### config.mk
export PLATFORM = sky130hd
export DESIGN_NAME = axis_calibrate_deadzone_s8_core
export DESIGN_NICKNAME = d
export VERILOG_FILES = /design/src/hdl/acds_pkg.sv /design/src/hdl/acds_cfg_regs.sv /design/src/hdl/acds_div_pipe.sv /design/src/hdl/axis_calibrate_deadzone_s8_core.sv
export SDC_FILE = /design/constraint.sdc
export NUM_CORES = 2
export LEC_CHECK = 0
export ABC_AREA = 1
export BUFFER_PORTS_ARGS = -buffer_cell sky130_fd_sc_hd__buf_2
export CAP_MARGIN = 20
export CORE_AREA = 2 2 387 389
export CTS_CLUSTER_SIZE = 30
export DETAILED_ROUTE_END_ITERATION = 10
export DIE_AREA = 0 0 389 391
export GPL_ROUTABILITY_DRIVEN = 0
export PLACE_DENSITY = 0.68
export SYNTH_ARGS = -nofsm -noshare
export SYNTH_HDL_FRONTEND = slang
export SYNTH_SLANG_ARGS = --single-unit
export TNS_END_PERCENT = 10
### constraint.sdc
create_clock -name clk_i -period 2.8 [get_ports clk_i]
set_input_delay 0.28 -clock clk_i [delete_from_list [all_inputs] [get_ports clk_i]]
set_output_delay 0.28 -clock clk_i [all_outputs]
set_load 0.01 [all_outputs]
### src/hdl/acds_pkg.sv
// Shared types and constants for the axis calibration and deadzone core.
// No dependencies; used by acds_cfg_regs and the axis core (acds_div_pipe does not use it).
package acds_pkg;

  localparam int FracBitsDefault = 16;

  localparam int SampleW = 17;
  localparam int DzW     = 16;
  localparam int OutW    = 8;
  localparam int PaddrW  = 5;
  localparam int PdataW  = 32;

  // Divisor used when no calibration is loaded.
  localparam logic [SampleW-1:0] FullScaleDiv = 17'd32767;

  typedef enum logic [2:0] {
    RegCalValid  = 3'd0,
    RegCalMin    = 3'd1,
    RegCalMax    = 3'd2,
    RegCalCenter = 3'd3,
    RegDeadzone  = 3'd4
  } reg_idx_e;

  typedef struct packed {
    logic                      cal_valid;
    logic signed [SampleW-1:0] cal_min;
    logic signed [SampleW-1:0] cal_max;
    logic signed [SampleW-1:0] cal_center;
    logic        [DzW-1:0]     deadzone;
  } cfg_t;

endpackage

### src/hdl/acds_cfg_regs.sv
// APB register file holding calibration and deadzone settings.
// Depends on acds_pkg for the register map and the cfg_t bundle.
module acds_cfg_regs (
  input  logic                         clk_i,
  input  logic                         rst_ni,
  input  logic                         psel,
  input  logic                         penable,
  input  logic                         pwrite,
  input  logic [acds_pkg::PaddrW-1:0]  paddr,
  input  logic [acds_pkg::PdataW-1:0]  pwdata,
  output logic [acds_pkg::PdataW-1:0]  prdata,
  output logic                         pready,
  output acds_pkg::cfg_t               cfg_o
);

  acds_pkg::cfg_t     cfg_q, cfg_d;
  acds_pkg::reg_idx_e idx;
  logic               wr_en;

  assign idx    = acds_pkg::reg_idx_e'(paddr[acds_pkg::PaddrW-1:2]);
  assign wr_en  = psel & penable & pwrite;
  assign pready = 1'b1;
  assign cfg_o  = cfg_q;

  always_comb begin
    cfg_d = cfg_q;
    if (wr_en) begin
      unique case (idx)
        acds_pkg::RegCalValid:  cfg_d.cal_valid  = pwdata[0];
        acds_pkg::RegCalMin:    cfg_d.cal_min    = pwdata[acds_pkg::SampleW-1:0];
        acds_pkg::RegCalMax:    cfg_d.cal_max    = pwdata[acds_pkg::SampleW-1:0];
        acds_pkg::RegCalCenter: cfg_d.cal_center = pwdata[acds_pkg::SampleW-1:0];
        acds_pkg::RegDeadzone:  cfg_d.deadzone   = pwdata[acds_pkg::DzW-1:0];
        default: ;
      endcase
    end
  end

  always_comb begin
    prdata = '0;
    unique case (idx)
      acds_pkg::RegCalValid:  prdata = {31'd0, cfg_q.cal_valid};
      acds_pkg::RegCalMin:    prdata = {{15{cfg_q.cal_min[16]}}, cfg_q.cal_min};
      acds_pkg::RegCalMax:    prdata = {{15{cfg_q.cal_max[16]}}, cfg_q.cal_max};
      acds_pkg::RegCalCenter: prdata = {{15{cfg_q.cal_center[16]}}, cfg_q.cal_center};
      acds_pkg::RegDeadzone:  prdata = {16'd0, cfg_q.deadzone};
      default:                prdata = '0;
    endcase
  end

  always_ff @(posedge clk_i or negedge rst_ni) begin
    if (!rst_ni) begin
      cfg_q.cal_valid  <= 1'b0;
      cfg_q.cal_min    <= 17'sd0;
      cfg_q.cal_max    <= 17'sd65535;
      cfg_q.cal_center <= 17'sd32768;
      cfg_q.deadzone   <= 16'd0;
    end else begin
      cfg_q <= cfg_d;
    end
  end

endmodule

### src/hdl/acds_div_pipe.sv
// Pipelined restoring divider, one quotient bit per register stage.
// Standalone; the caller guarantees the starting remainder is below twice the divisor.
module acds_div_pipe #(
  parameter int DEN_W  = 17,
  parameter int Q_BITS = 17,
  parameter int TAG_W  = 3
) (
  input  logic              clk_i,
  input  logic              rst_ni,
  input  logic              valid_i,
  input  logic [DEN_W:0]    rem_i,
  input  logic [DEN_W-1:0]  den_i,
  input  logic [TAG_W-1:0]  tag_i,
  output logic              valid_o,
  output logic [Q_BITS-1:0] quo_o,
  output logic [TAG_W-1:0]  tag_o
);

  localparam int RemW = DEN_W + 1;

  logic [Q_BITS-1:0] vld_q;
  logic [RemW-1:0]   rem_q [Q_BITS];
  logic [DEN_W-1:0]  den_q [Q_BITS];
  logic [Q_BITS-1:0] quo_q [Q_BITS];
  logic [TAG_W-1:0]  tag_q [Q_BITS];

  for (genvar g = 0; g < Q_BITS; g++) begin : g_stage
    logic              vld_in;
    logic [RemW-1:0]   rem_in;
    logic [DEN_W-1:0]  den_in;
    logic [Q_BITS-1:0] quo_in;
    logic [TAG_W-1:0]  tag_in;
    logic              ge;
    logic [RemW-1:0]   diff;

    if (g == 0) begin : g_first
      assign vld_in = valid_i;
      assign rem_in = rem_i;
      assign den_in = den_i;
      assign quo_in = '0;
      assign tag_in = tag_i;
    end else begin : g_next
      assign vld_in = vld_q[g-1];
      assign rem_in = rem_q[g-1];
      assign den_in = den_q[g-1];
      assign quo_in = quo_q[g-1];
      assign tag_in = tag_q[g-1];
    end

    // The remainder stays below the divisor after the subtract, so doubling it fits.
    assign ge   = rem_in >= {1'b0, den_in};
    assign diff = ge ? (rem_in - {1'b0, den_in}) : rem_in;

    always_ff @(posedge clk_i or negedge rst_ni) begin
      if (!rst_ni) begin
        vld_q[g] <= 1'b0;
      end else begin
        vld_q[g] <= vld_in;
      end
    end

    always_ff @(posedge clk_i) begin
      rem_q[g] <= {diff[RemW-2:0], 1'b0};
      den_q[g] <= den_in;
      quo_q[g] <= {quo_in[Q_BITS-2:0], ge};
      tag_q[g] <= tag_in;
    end
  end

  assign valid_o = vld_q[Q_BITS-1];
  assign quo_o   = quo_q[Q_BITS-1];
  assign tag_o   = tag_q[Q_BITS-1];

endmodule

### src/hdl/axis_calibrate_deadzone_s8_core.sv
// Axis conditioning core: a raw sample is normalized against the calibration (or full
// scale), passed through the scaled deadzone and mapped to -127..127. A request is
// taken on any cycle with start high; busy never rises, so one request per cycle is
// sustained. Each result appears on axis_value_o for one cycle with done_o high, in
// request order. Between request and result lie the input and saturation registers,
// the normalization divider, the rescale setup register, the rescale divider and the
// output register. Results cannot be held off; the receiver must take them when shown.
module axis_calibrate_deadzone_s8_core #(
  parameter int FRAC_BITS = acds_pkg::FracBitsDefault
) (
  input  logic                               clk_i,
  input  logic                               rst_ni,
  input  logic                               start,
  output logic                               busy,
  input  logic signed [acds_pkg::SampleW-1:0] raw_sample_i,
  output logic                               done_o,
  output logic signed [acds_pkg::OutW-1:0]    axis_value_o,
  input  logic                               psel,
  input  logic                               penable,
  input  logic                               pwrite,
  input  logic [acds_pkg::PaddrW-1:0]         paddr,
  input  logic [acds_pkg::PdataW-1:0]         pwdata,
  output logic [acds_pkg::PdataW-1:0]         prdata,
  output logic                               pready
);

  localparam int F     = FRAC_BITS;
  localparam int SW    = acds_pkg::SampleW;
  localparam int NumW  = SW + 1;
  localparam int MagW  = F + 1;
  localparam int ProdW = F + 8;

  acds_pkg::cfg_t cfg;

  acds_cfg_regs u_regs (
    .clk_i   (clk_i),
    .rst_ni  (rst_ni),
    .psel    (psel),
    .penable (penable),
    .pwrite  (pwrite),
    .paddr   (paddr),
    .pwdata  (pwdata),
    .prdata  (prdata),
    .pready  (pready),
    .cfg_o   (cfg)
  );

  assign busy = 1'b0;

  // Stage A: offset from center, span selection and magnitude.
  logic signed [SW-1:0]   cen, cmin, cmax;
  logic signed [NumW-1:0] v_x, c_x, span, d;
  logic                   above;
  logic [NumW-1:0]        abs_d, abs_v;

  assign cen   = cfg.cal_center;
  assign cmin  = cfg.cal_min;
  assign cmax  = cfg.cal_max;
  assign v_x   = {raw_sample_i[SW-1], raw_sample_i};
  assign c_x   = {cen[SW-1], cen};
  assign above = raw_sample_i >= cen;
  assign span  = above ? ({cmax[SW-1], cmax} - c_x) : (c_x - {cmin[SW-1], cmin});
  assign d     = v_x - c_x;
  assign abs_d = d[NumW-1] ? NumW'(-d) : NumW'(d);
  assign abs_v = v_x[NumW-1] ? NumW'(-v_x) : NumW'(v_x);

  logic            a_vld_q;
  logic [NumW-1:0] a_num_q;
  logic [SW-1:0]   a_den_q;
  logic            a_neg_q, a_zero_q;

  always_ff @(posedge clk_i or negedge rst_ni) begin
    if (!rst_ni) begin
      a_vld_q <= 1'b0;
    end else begin
      a_vld_q <= start;
    end
  end

  always_ff @(posedge clk_i) begin
    if (cfg.cal_valid) begin
      a_num_q  <= abs_d;
      a_den_q  <= span[SW-1:0];
      a_neg_q  <= d[NumW-1];
      a_zero_q <= span[NumW-1] || (span == '0);
    end else begin
      a_num_q  <= abs_v;
      a_den_q  <= acds_pkg::FullScaleDiv;
      a_neg_q  <= v_x[NumW-1];
      a_zero_q <= 1'b0;
    end
  end

  // Stage B: saturation check; a quotient of 2.0 or more is replaced by the ceiling.
  logic            ovf;
  logic            b_vld_q;
  logic [NumW-1:0] b_rem_q;
  logic [SW-1:0]   b_den_q;
  logic [2:0]      b_tag_q;

  assign ovf = a_num_q >= {a_den_q, 1'b0};

  always_ff @(posedge clk_i or negedge rst_ni) begin
    if (!rst_ni) begin
      b_vld_q <= 1'b0;
    end else begin
      b_vld_q <= a_vld_q;
    end
  end

  always_ff @(posedge clk_i) begin
    b_rem_q <= ovf ? '0 : a_num_q;
    b_den_q <= a_den_q;
    b_tag_q <= {a_neg_q, a_zero_q, ovf};
  end

  logic            n_vld;
  logic [MagW-1:0] n_quo;
  logic [2:0]      n_tag;

  acds_div_pipe #(
    .DEN_W  (SW),
    .Q_BITS (MagW),
    .TAG_W  (3)
  ) u_norm_div (
    .clk_i   (clk_i),
    .rst_ni  (rst_ni),
    .valid_i (b_vld_q),
    .rem_i   (b_rem_q),
    .den_i   (b_den_q),
    .tag_i   (b_tag_q),
    .valid_o (n_vld),
    .quo_o   (n_quo),
    .tag_o   (n_tag)
  );

  // Stage C: deadzone compare and setup of the rescale division.
  logic [F+15:0]   dz_wide;
  logic [F-1:0]    dz;
  logic [MagW-1:0] mag, dz_x, one_x, x, den2;
  logic            zero2, sat;

  assign dz_wide = {cfg.deadzone, {F{1'b0}}};
  assign dz      = dz_wide[F+15:16];
  assign dz_x    = {1'b0, dz};
  assign one_x   = {1'b1, {F{1'b0}}};
  assign mag     = n_tag[0] ? {MagW{1'b1}} : n_quo;
  assign zero2   = n_tag[1] || (mag <= dz_x);
  assign sat     = mag[F];
  assign x       = mag - dz_x;
  assign den2    = one_x - dz_x;

  logic            c_vld_q;
  logic [MagW:0]   c_rem_q;
  logic [MagW-1:0] c_den_q;
  logic [2:0]      c_tag_q;

  always_ff @(posedge clk_i or negedge rst_ni) begin
    if (!rst_ni) begin
      c_vld_q <= 1'b0;
    end else begin
      c_vld_q <= n_vld;
    end
  end

  // Below 1.0 the difference is under the divisor, so the first step starts doubled.
  always_ff @(posedge clk_i) begin
    c_rem_q <= (zero2 || sat) ? '0 : {x, 1'b0};
    c_den_q <= den2;
    c_tag_q <= {n_tag[2], zero2, sat};
  end

  logic         r_vld;
  logic [F-1:0] r_quo;
  logic [2:0]   r_tag;

  acds_div_pipe #(
    .DEN_W  (MagW),
    .Q_BITS (F),
    .TAG_W  (3)
  ) u_dz_div (
    .clk_i   (clk_i),
    .rst_ni  (rst_ni),
    .valid_i (c_vld_q),
    .rem_i   (c_rem_q),
    .den_i   (c_den_q),
    .tag_i   (c_tag_q),
    .valid_o (r_vld),
    .quo_o   (r_quo),
    .tag_o   (r_tag)
  );

  // Stage D: scale by 127, truncate and restore the sign; inside the deadzone the output is zero.
  logic [MagW-1:0]  s;
  logic [ProdW-1:0] prod;
  logic [6:0]       r;
  logic [7:0]       r_x;

  assign s    = r_tag[0] ? one_x : {1'b0, r_quo};
  assign prod = {s, 7'd0} - {7'd0, s};
  assign r    = prod[F+6:F];
  assign r_x  = {1'b0, r};

  logic             d_vld_q;
  logic signed [7:0] d_val_q;

  always_ff @(posedge clk_i or negedge rst_ni) begin
    if (!rst_ni) begin
      d_vld_q <= 1'b0;
    end else begin
      d_vld_q <= r_vld;
    end
  end

  always_ff @(posedge clk_i) begin
    if (r_tag[1]) begin
      d_val_q <= '0;
    end else begin
      d_val_q <= r_tag[2] ? 8'(-r_x) : r_x;
    end
  end

  assign done_o       = d_vld_q;
  assign axis_value_o = d_val_q;

endmodule
; Word level (Yosys, flattened, before mapping)
; Memory sizes are Yosys's and may differ from the RTL's.
; Index checks and enable logic that the tools add are counted.
[totals]
reg_bits = 226
wordCells = 201
output_inout_bits = 43
memories = 8
input_bits = 60
ramBits = 1766
[mem_list]
columns = memory, depth, width, read_ports, rd_clocked_by_memory_dff, wr, line
row1 = u_norm_div.den_q, 17, 17, 16, 0, 17, acds_div_pipe.sv:23  ; logic [DEN_W-1:0] den_q [Q_BITS];
row2 = u_norm_div.quo_q, 17, 17, 17, 0, 17, acds_div_pipe.sv:24  ; logic [Q_BITS-1:0] quo_q [Q_BITS];
row3 = u_norm_div.rem_q, 17, 17, 16, 0, 17, acds_div_pipe.sv:22  ; logic [RemW-1:0] rem_q [Q_BITS];
row4 = u_dz_div.den_q, 16, 17, 15, 0, 16, acds_div_pipe.sv:23
row5 = u_dz_div.rem_q, 16, 17, 15, 0, 16, acds_div_pipe.sv:22
row6 = u_dz_div.quo_q, 16, 16, 16, 0, 16, acds_div_pipe.sv:24
row7 = +2 memories, n/a, n/a, n/a, n/a, n/a, n/a
[classes]
order_cmp = 36
bitwise_logic = 3
n_addsub = 42
eq_ne = 4
mux = 42
n_reduce_logical = 11
[op_table]
columns = op, count
row1 = two-way mux 17 bit, 35
row2 = >= comparator 18 x 17 -> 1 bit, 33
row3 = subtractor 17 bit, 33
row4 = one-hot mux 32 bit (5 select lines), 1
row5 = two-way mux 18 bit, 4
row6 = subtractor 17 x 17 -> 18 bit, 3
row7 = subtractor 23 x 17 -> 23 bit, 1
row8 = >= comparator 18 bit, 1
row9 = logical NOT 18 bit, 1
row10 = negation 17 -> 18 bit, 1
row11 = negation 18 bit, 1
row12 = >= comparator 17 bit, 1
row13 = less-or-equal comparator 17 x 16 -> 1 bit, 1
row14 = subtractor 17 x 16 -> 17 bit, 1
row15 = "subtractor 17 x 16 -> 17 bit, first input constant", 1
row16 = AND reduction 2 bit, 5
row17 = negation 7 -> 8 bit, 1
row18 = two-way mux 7 bit, 1
row19 = "== test 3 x 2 -> 1 bit, second input constant", 2
row20 = "== test 3 x 1 -> 1 bit, second input constant", 1
row21 = "== test 3 bit, second input constant", 1
row22 = logical NOT 3 bit, 1
row23 = logical OR 1 bit, 3
row24 = bitwise AND 1 bit, 2
row25 = 3 further kinds, 3

; Logic depth before layout (Yosys ltp)
; An unclocked memory read counts as a cell.
[depth]
word_depth = 5
ltp_mapped = 20
mapped_depth_nobuf = 19

; Cells and area by module
; From an unflattened synthesis, not the netlist that was laid out.
[hier_totals]
cells_unflattened = 12105
area_unflattened_um2 = 85493.2
[modules_own_cells]
columns = module, seq_area_each_um2, cells_per_inst, area_per_inst_um2, instances
row1 = acds_div_pipe at u_norm_div, 15399.8, 5330, 37707.4, 1
row2 = acds_div_pipe at u_dz_div, 14293.7, 4979, 35096.2, 1
row3 = axis_calibrate_deadzone_s8_core, 2502.4, 1374, 9180.1, 1
row4 = acds_cfg_regs, 1722.9, 422, 3509.6, 1

; Worst setup path before layout
; No wires, ideal clock.
[synth_path]
path_kind = register to register
from = memory u_dz_div.tag_q[39][0] (netlist: u_dz_div.tag_q[1][21])
to = register d_val_q[6] (netlist: axis_value_o[6])
t_arrival_ns = 2.562
required_ns = 2.685
stages_incl_launch_ff = 18
setup_slack_ns = 0.123
setup_ns = 0.115
period_less_slack_ns = 2.677
n_path_buf = 1
cell_sequence = dfxtp_1 -> inv_2 -> clkbuf_1 -> nand2_1 -> ha_1 -> inv_1 -> nor2_1 -> nand3_1 -> nor3_2 -> nand3_1 -> nand2_1 -> nand3_1 -> and2_1 -> ha_1 -> inv_1 -> o21ai_1 -> a21oi_1 -> nor2_1
[synth_lines]
columns = item, line
row1 = start: declaration, acds_div_pipe.sv:25  ; logic [TAG_W-1:0] tag_q [Q_BITS];
row2 = end signal: assignment, axis_calibrate_deadzone_s8_core.sv:219  ; d_val_q <= r_tag[2] ? 8'(-r_x) : r_x;
row3 = end: declaration, axis_calibrate_deadzone_s8_core.sv:205  ; logic signed [7:0] d_val_q;

; Final worst setup path
[layout_path]
from = input raw_sample_i[1] in the netlist's numbering
to = register a_num_q[14]
[layout_between]
elab_chain_cells = 4
elab_cells_between_ends = 6
cone_classes = 3 x add/sub / 3 x mux
[layout_lines]
columns = item, line
row1 = start: declaration, axis_calibrate_deadzone_s8_core.sv:15  ; input logic signed [acds_pkg::SampleW-1:0] raw_sample_i,
row2 = subtractor 17 x 17 -> 18 bit, axis_calibrate_deadzone_s8_core.sv:63  ; assign d = v_x - c_x;
row3 = negation 18 bit, axis_calibrate_deadzone_s8_core.sv:64  ; assign abs_d = d[NumW-1] ? NumW'(-d) : NumW'(d);
row4 = two-way mux 18 bit, axis_calibrate_deadzone_s8_core.sv:64
row5 = two-way mux 18 bit *, axis_calibrate_deadzone_s8_core.sv:81  ; if (cfg.cal_valid) begin
row6 = end signal: assignment, axis_calibrate_deadzone_s8_core.sv:82  ; a_num_q <= abs_d;
row7 = end signal: assignment, axis_calibrate_deadzone_s8_core.sv:87  ; a_num_q <= abs_v;
row8 = end: declaration, axis_calibrate_deadzone_s8_core.sv:68  ; logic [NumW-1:0] a_num_q;
; Every way passes the cells marked *; elsewhere a longest branch is shown, timed or not.
; A chain may end at the register's enable or synchronous reset.

==> metrics <==
critical path cell sequence=dlygate4sd3_1 -> buf_2 -> inv_1 -> ha_1 -> inv_1 -> nor3_1 -> inv_1 -> nor3_1 -> nand2_1 -> nor3_1 -> a21oi_1 -> a21oi_1 -> o21ai_0 -> dlygate4sd3_1 -> nand2_1; sw frac=41.0%; die width=389 um; DRT Wirelength=around 170000 um; Synth area leaders=dfxtp_1, ha_1, nand2_1; CTS tree=built; number of synthesized flops with an enable pin=0; prevailing post-synth register cell=dfxtp_1; Period Utilization, post-route=97.9%; Final min period=2740 ps; initial antenna violation count=3; # IOs=103; outcome=complete, no violations; Seq/Total Area, Yosys=46.0%; CP required=3570 ps; gr usage total=around 22%; Max Transition Viols Final=0; # DRC=0; Worst-path clk slew=60 ps; GR Overflow Total=0; Synth top area share=42.4%; Synth area leader=dfxtp_1; endpoint type of the worst setup path=flip-flop; Clk pwr share=20.7%; area grow syn2layout=14.2%; Core Box Area=149000 um2; worst hold path type=primary input to flip-flop; fillcell total=13100; # setup viols final=0; clock latency on the worst-skew pair=820 ps; Starting DRT DRC Count=3906; first-pass iteration count of the detailed router=6; vias in the first global route=55900; count of cell types in the netlist=63; count leader, synth=nand2_1; list of most frequent post-synthesis cells=nand2_1, dfxtp_1, inv_1, o21ai_0, a21oi_1; post-layout util=56.6%; antenna viol nets, final=0; Flop pwr share=33.6%; H-tree depth=4; port bufs=83; Max VDD drop=683 uV; Post-Synthesis Cells=8738; Leakage=between 0.04 and 0.05 uW; Core Rows=around 140; RR Endpoint=u_dz_div.rem_q[0][133]; Chip Height=391 um; PwrDens=1400 nW/um2; first-pass GRT wire length=278000 um; Inserted Clock Buffers=172; Worst setup SP type=primary input; worst reg2reg path depth=9; layout cells sized above 1=7.05%; FFs w/ async S/R, synth=6.30%; Hold Path Origin=penable; net count of the mapped netlist=9489; root buf cell=clkbuf_16; Worst Path Max Fanout=4; Clock Path Buffers=3; die area=152000 um2; WL/cell=15.4 um; clock tree sinks=1667; Yosys reg bits=between 1500 and 2000; Non-Filler Cell Area, Final=approximately 84000 um2; Hold Path End=u_regs.cfg_o[67]; Critical Path Max Stage Delay=560 ps; arrival time worst endpoint=around 3500 ps; Slowest cell on crit path=dlygate4sd3_1; hold path cells=4; DP Area=77100 um2; Comb pwr share=between 40% and 50%; RSZ-0062 raised after global routing=yes; Max Clock Skew=between 40 and 50 ps; Switching Power=48400 uW; Yosys Warn Count=0; internal power=69700 uW; reg2reg setup slack=between 100 and 150 ps; HPWL after DPL=135000 um; Post-Syn Area=73700 um2; Starting Density=49.6%; FMAX=365 MHz; Via-to-Cell Ratio=a little over 5; total number of vias=57800; Slew @ Worst Pin=620 ps; RR Startpoint=u_dz_div.rem_q[0][102]; Max-Slew Margin vs Limit=58.6%; max cap viols=0; Mapped Avg Cell Area=8.43 um2; largest net degree at the start of global routing=56; Crit Path Class=primary input to flip-flop; fin nets=9803; final hold vios=0
-- sequential cells by signal (all words and copies together), names as in the netlist, 18 cells and up --
signal            flops
u_norm_div.den_q    272
u_norm_div.tag_q     51
u_dz_div.den_q      255
b_rem_q              18
u_dz_div.tag_q       48
a_num_q              18
u_regs.cfg_o         68
u_norm_div.quo_q    153
u_norm_div.rem_q    272
u_dz_div.quo_q      136
u_dz_div.rem_q      255
-- cell usage in the layout (no fill, tap or decap), types with 31 or more instances in the layout --
cell | synthesis | layout
o21ai_0 | 806 | 793
dfxtp_1 | 1562 | 1562
clkbuf_8 | 0 | 33
nand2_1 | 1637 | 1635
buf_2 | 63 | 82
fa_1 | 35 | 34
dlygate4sd3_1 | 0 | 47
xor2_1 | 230 | 230
a21boi_0 | 33 | 32
a31oi_1 | 51 | 50
o31ai_1 | 64 | 64
inv_1 | 1245 | 1234
a221oi_1 | 31 | 31
o211ai_1 | 35 | 35
nand3_1 | 266 | 264
nor3_1 | 82 | 82
xnor2_1 | 263 | 261
buf_4 | 20 | 132
clkbuf_16 | 0 | 173
ha_1 | 656 | 650
a21oi_1 | 687 | 684
dfrtp_1 | 88 | 86
nand4_1 | 77 | 77
o21a_1 | 37 | 37
nor2_1 | 470 | 468
-- power by group through the flow --
stage | registers (uW) | clock network (uW) | logic [uW]
finish | 39700 | 24400 | 54000
global route | 40600 | 26000 | 61200
CTS | 39800 | 25000 | 53400
detailed placement | 40200 | 0 | 52900
global placement | 40100 | 0 | 51600
floorplan | 37300 | 0 | 40300
-- through the flow --
stage / worst slack (ps) / std cells / TNS, ps / hold slack [ps] / total power, uW
6_report: 60.0 / 11100 / 0 / 61.1 / 118000
5_1_grt: -45.5 / 11100 / -86.4 / 36.2 / 128000
4_1_cts: 57.9 / 11100 / 0 / 3.51 / 118000
3_5_place_dp: 11.1 / 10800 / 0 / 242 / 93200
3_3_place_gp: 76.4 / 10800 / 0 / 242 / 91700
2_1_floorplan: 123 / 8738 / 0 / -15.6 / 77600
-- layer usage --
metal  GRT usage [%]  vias up  wire [um]
met4            10.3        0       7780
met1            27.0    26600      73300
met3            3.15      415       8070
met2            39.2     1488      82900
met5               0        -          0
li1                -    29300          -
-- logic make-up (layout without fill, tap and decap cells) --
group           after synthesis  in the layout  share of synthesized area (%)
simple gates               2640           2640                           14.8
compound gates             1851           1851                           13.8
flops                      1667           1667                           46.0
buf+inv                    1393           1855                           7.36
fa+ha+maj                   691            691                           12.1
xor+xnor                    494            494                           5.88
other cells                   2              7                         0.0102
-- timing repair --
item                                   in CTS  in global routing
resized for setup                           0                 56
endpoints found under the hold margin     177                  0
hold buffers                               47                  0
setup endpoints to repair                   0                 49
setup buffers                               0                  6
-- worst max-delay path: cells and delay by family --
kind            cells  cell delay [ps]
compound gates      3              390
simple gates        5             1120
buf+inv             6             1560
fa+ha+maj           1              160
-- how the worst max path moves through the flow --
stage | cells past startpoint | to | startpoint | slack, ps
2_1_floorplan | 17 | axis_value_o[6] | u_dz_div.tag_q[1][21] | 120
3_3_place_gp | 16 | a_num_q[16] | raw_sample_i[0] | 80
3_5_place_dp | 16 | a_num_q[16] | raw_sample_i[0] | 10
4_1_cts | 16 | axis_value_o[6] | u_dz_div.tag_q[1][21] | 60
5_1_grt | 17 | a_zero_q | u_regs.cfg_o[33] | -50
6_report | 15 | a_num_q[14] | raw_sample_i[1] | 60
-- final cells by class --
| cell class | instances | area (um2) | share of cell area (%) |
|---|---|---|---|
| clock inverter | 94 | 1440 | 1.71 |
| sequential | 1667 | 33900 | 40.3 |
| multi-input combinational | 5678 | 34500 | 41.0 |
| inverter | 1252 | 4700 | 5.59 |
| tap | 1944 | 2430 | 2.89 |
| timing repair buffer | 281 | 2270 | 2.70 |
| clock buffer | 228 | 4870 | 5.79 |
| antenna | 5 | 12.5 | 0.0149 |
Note: power is estimated with default switching activity, not from simulation.
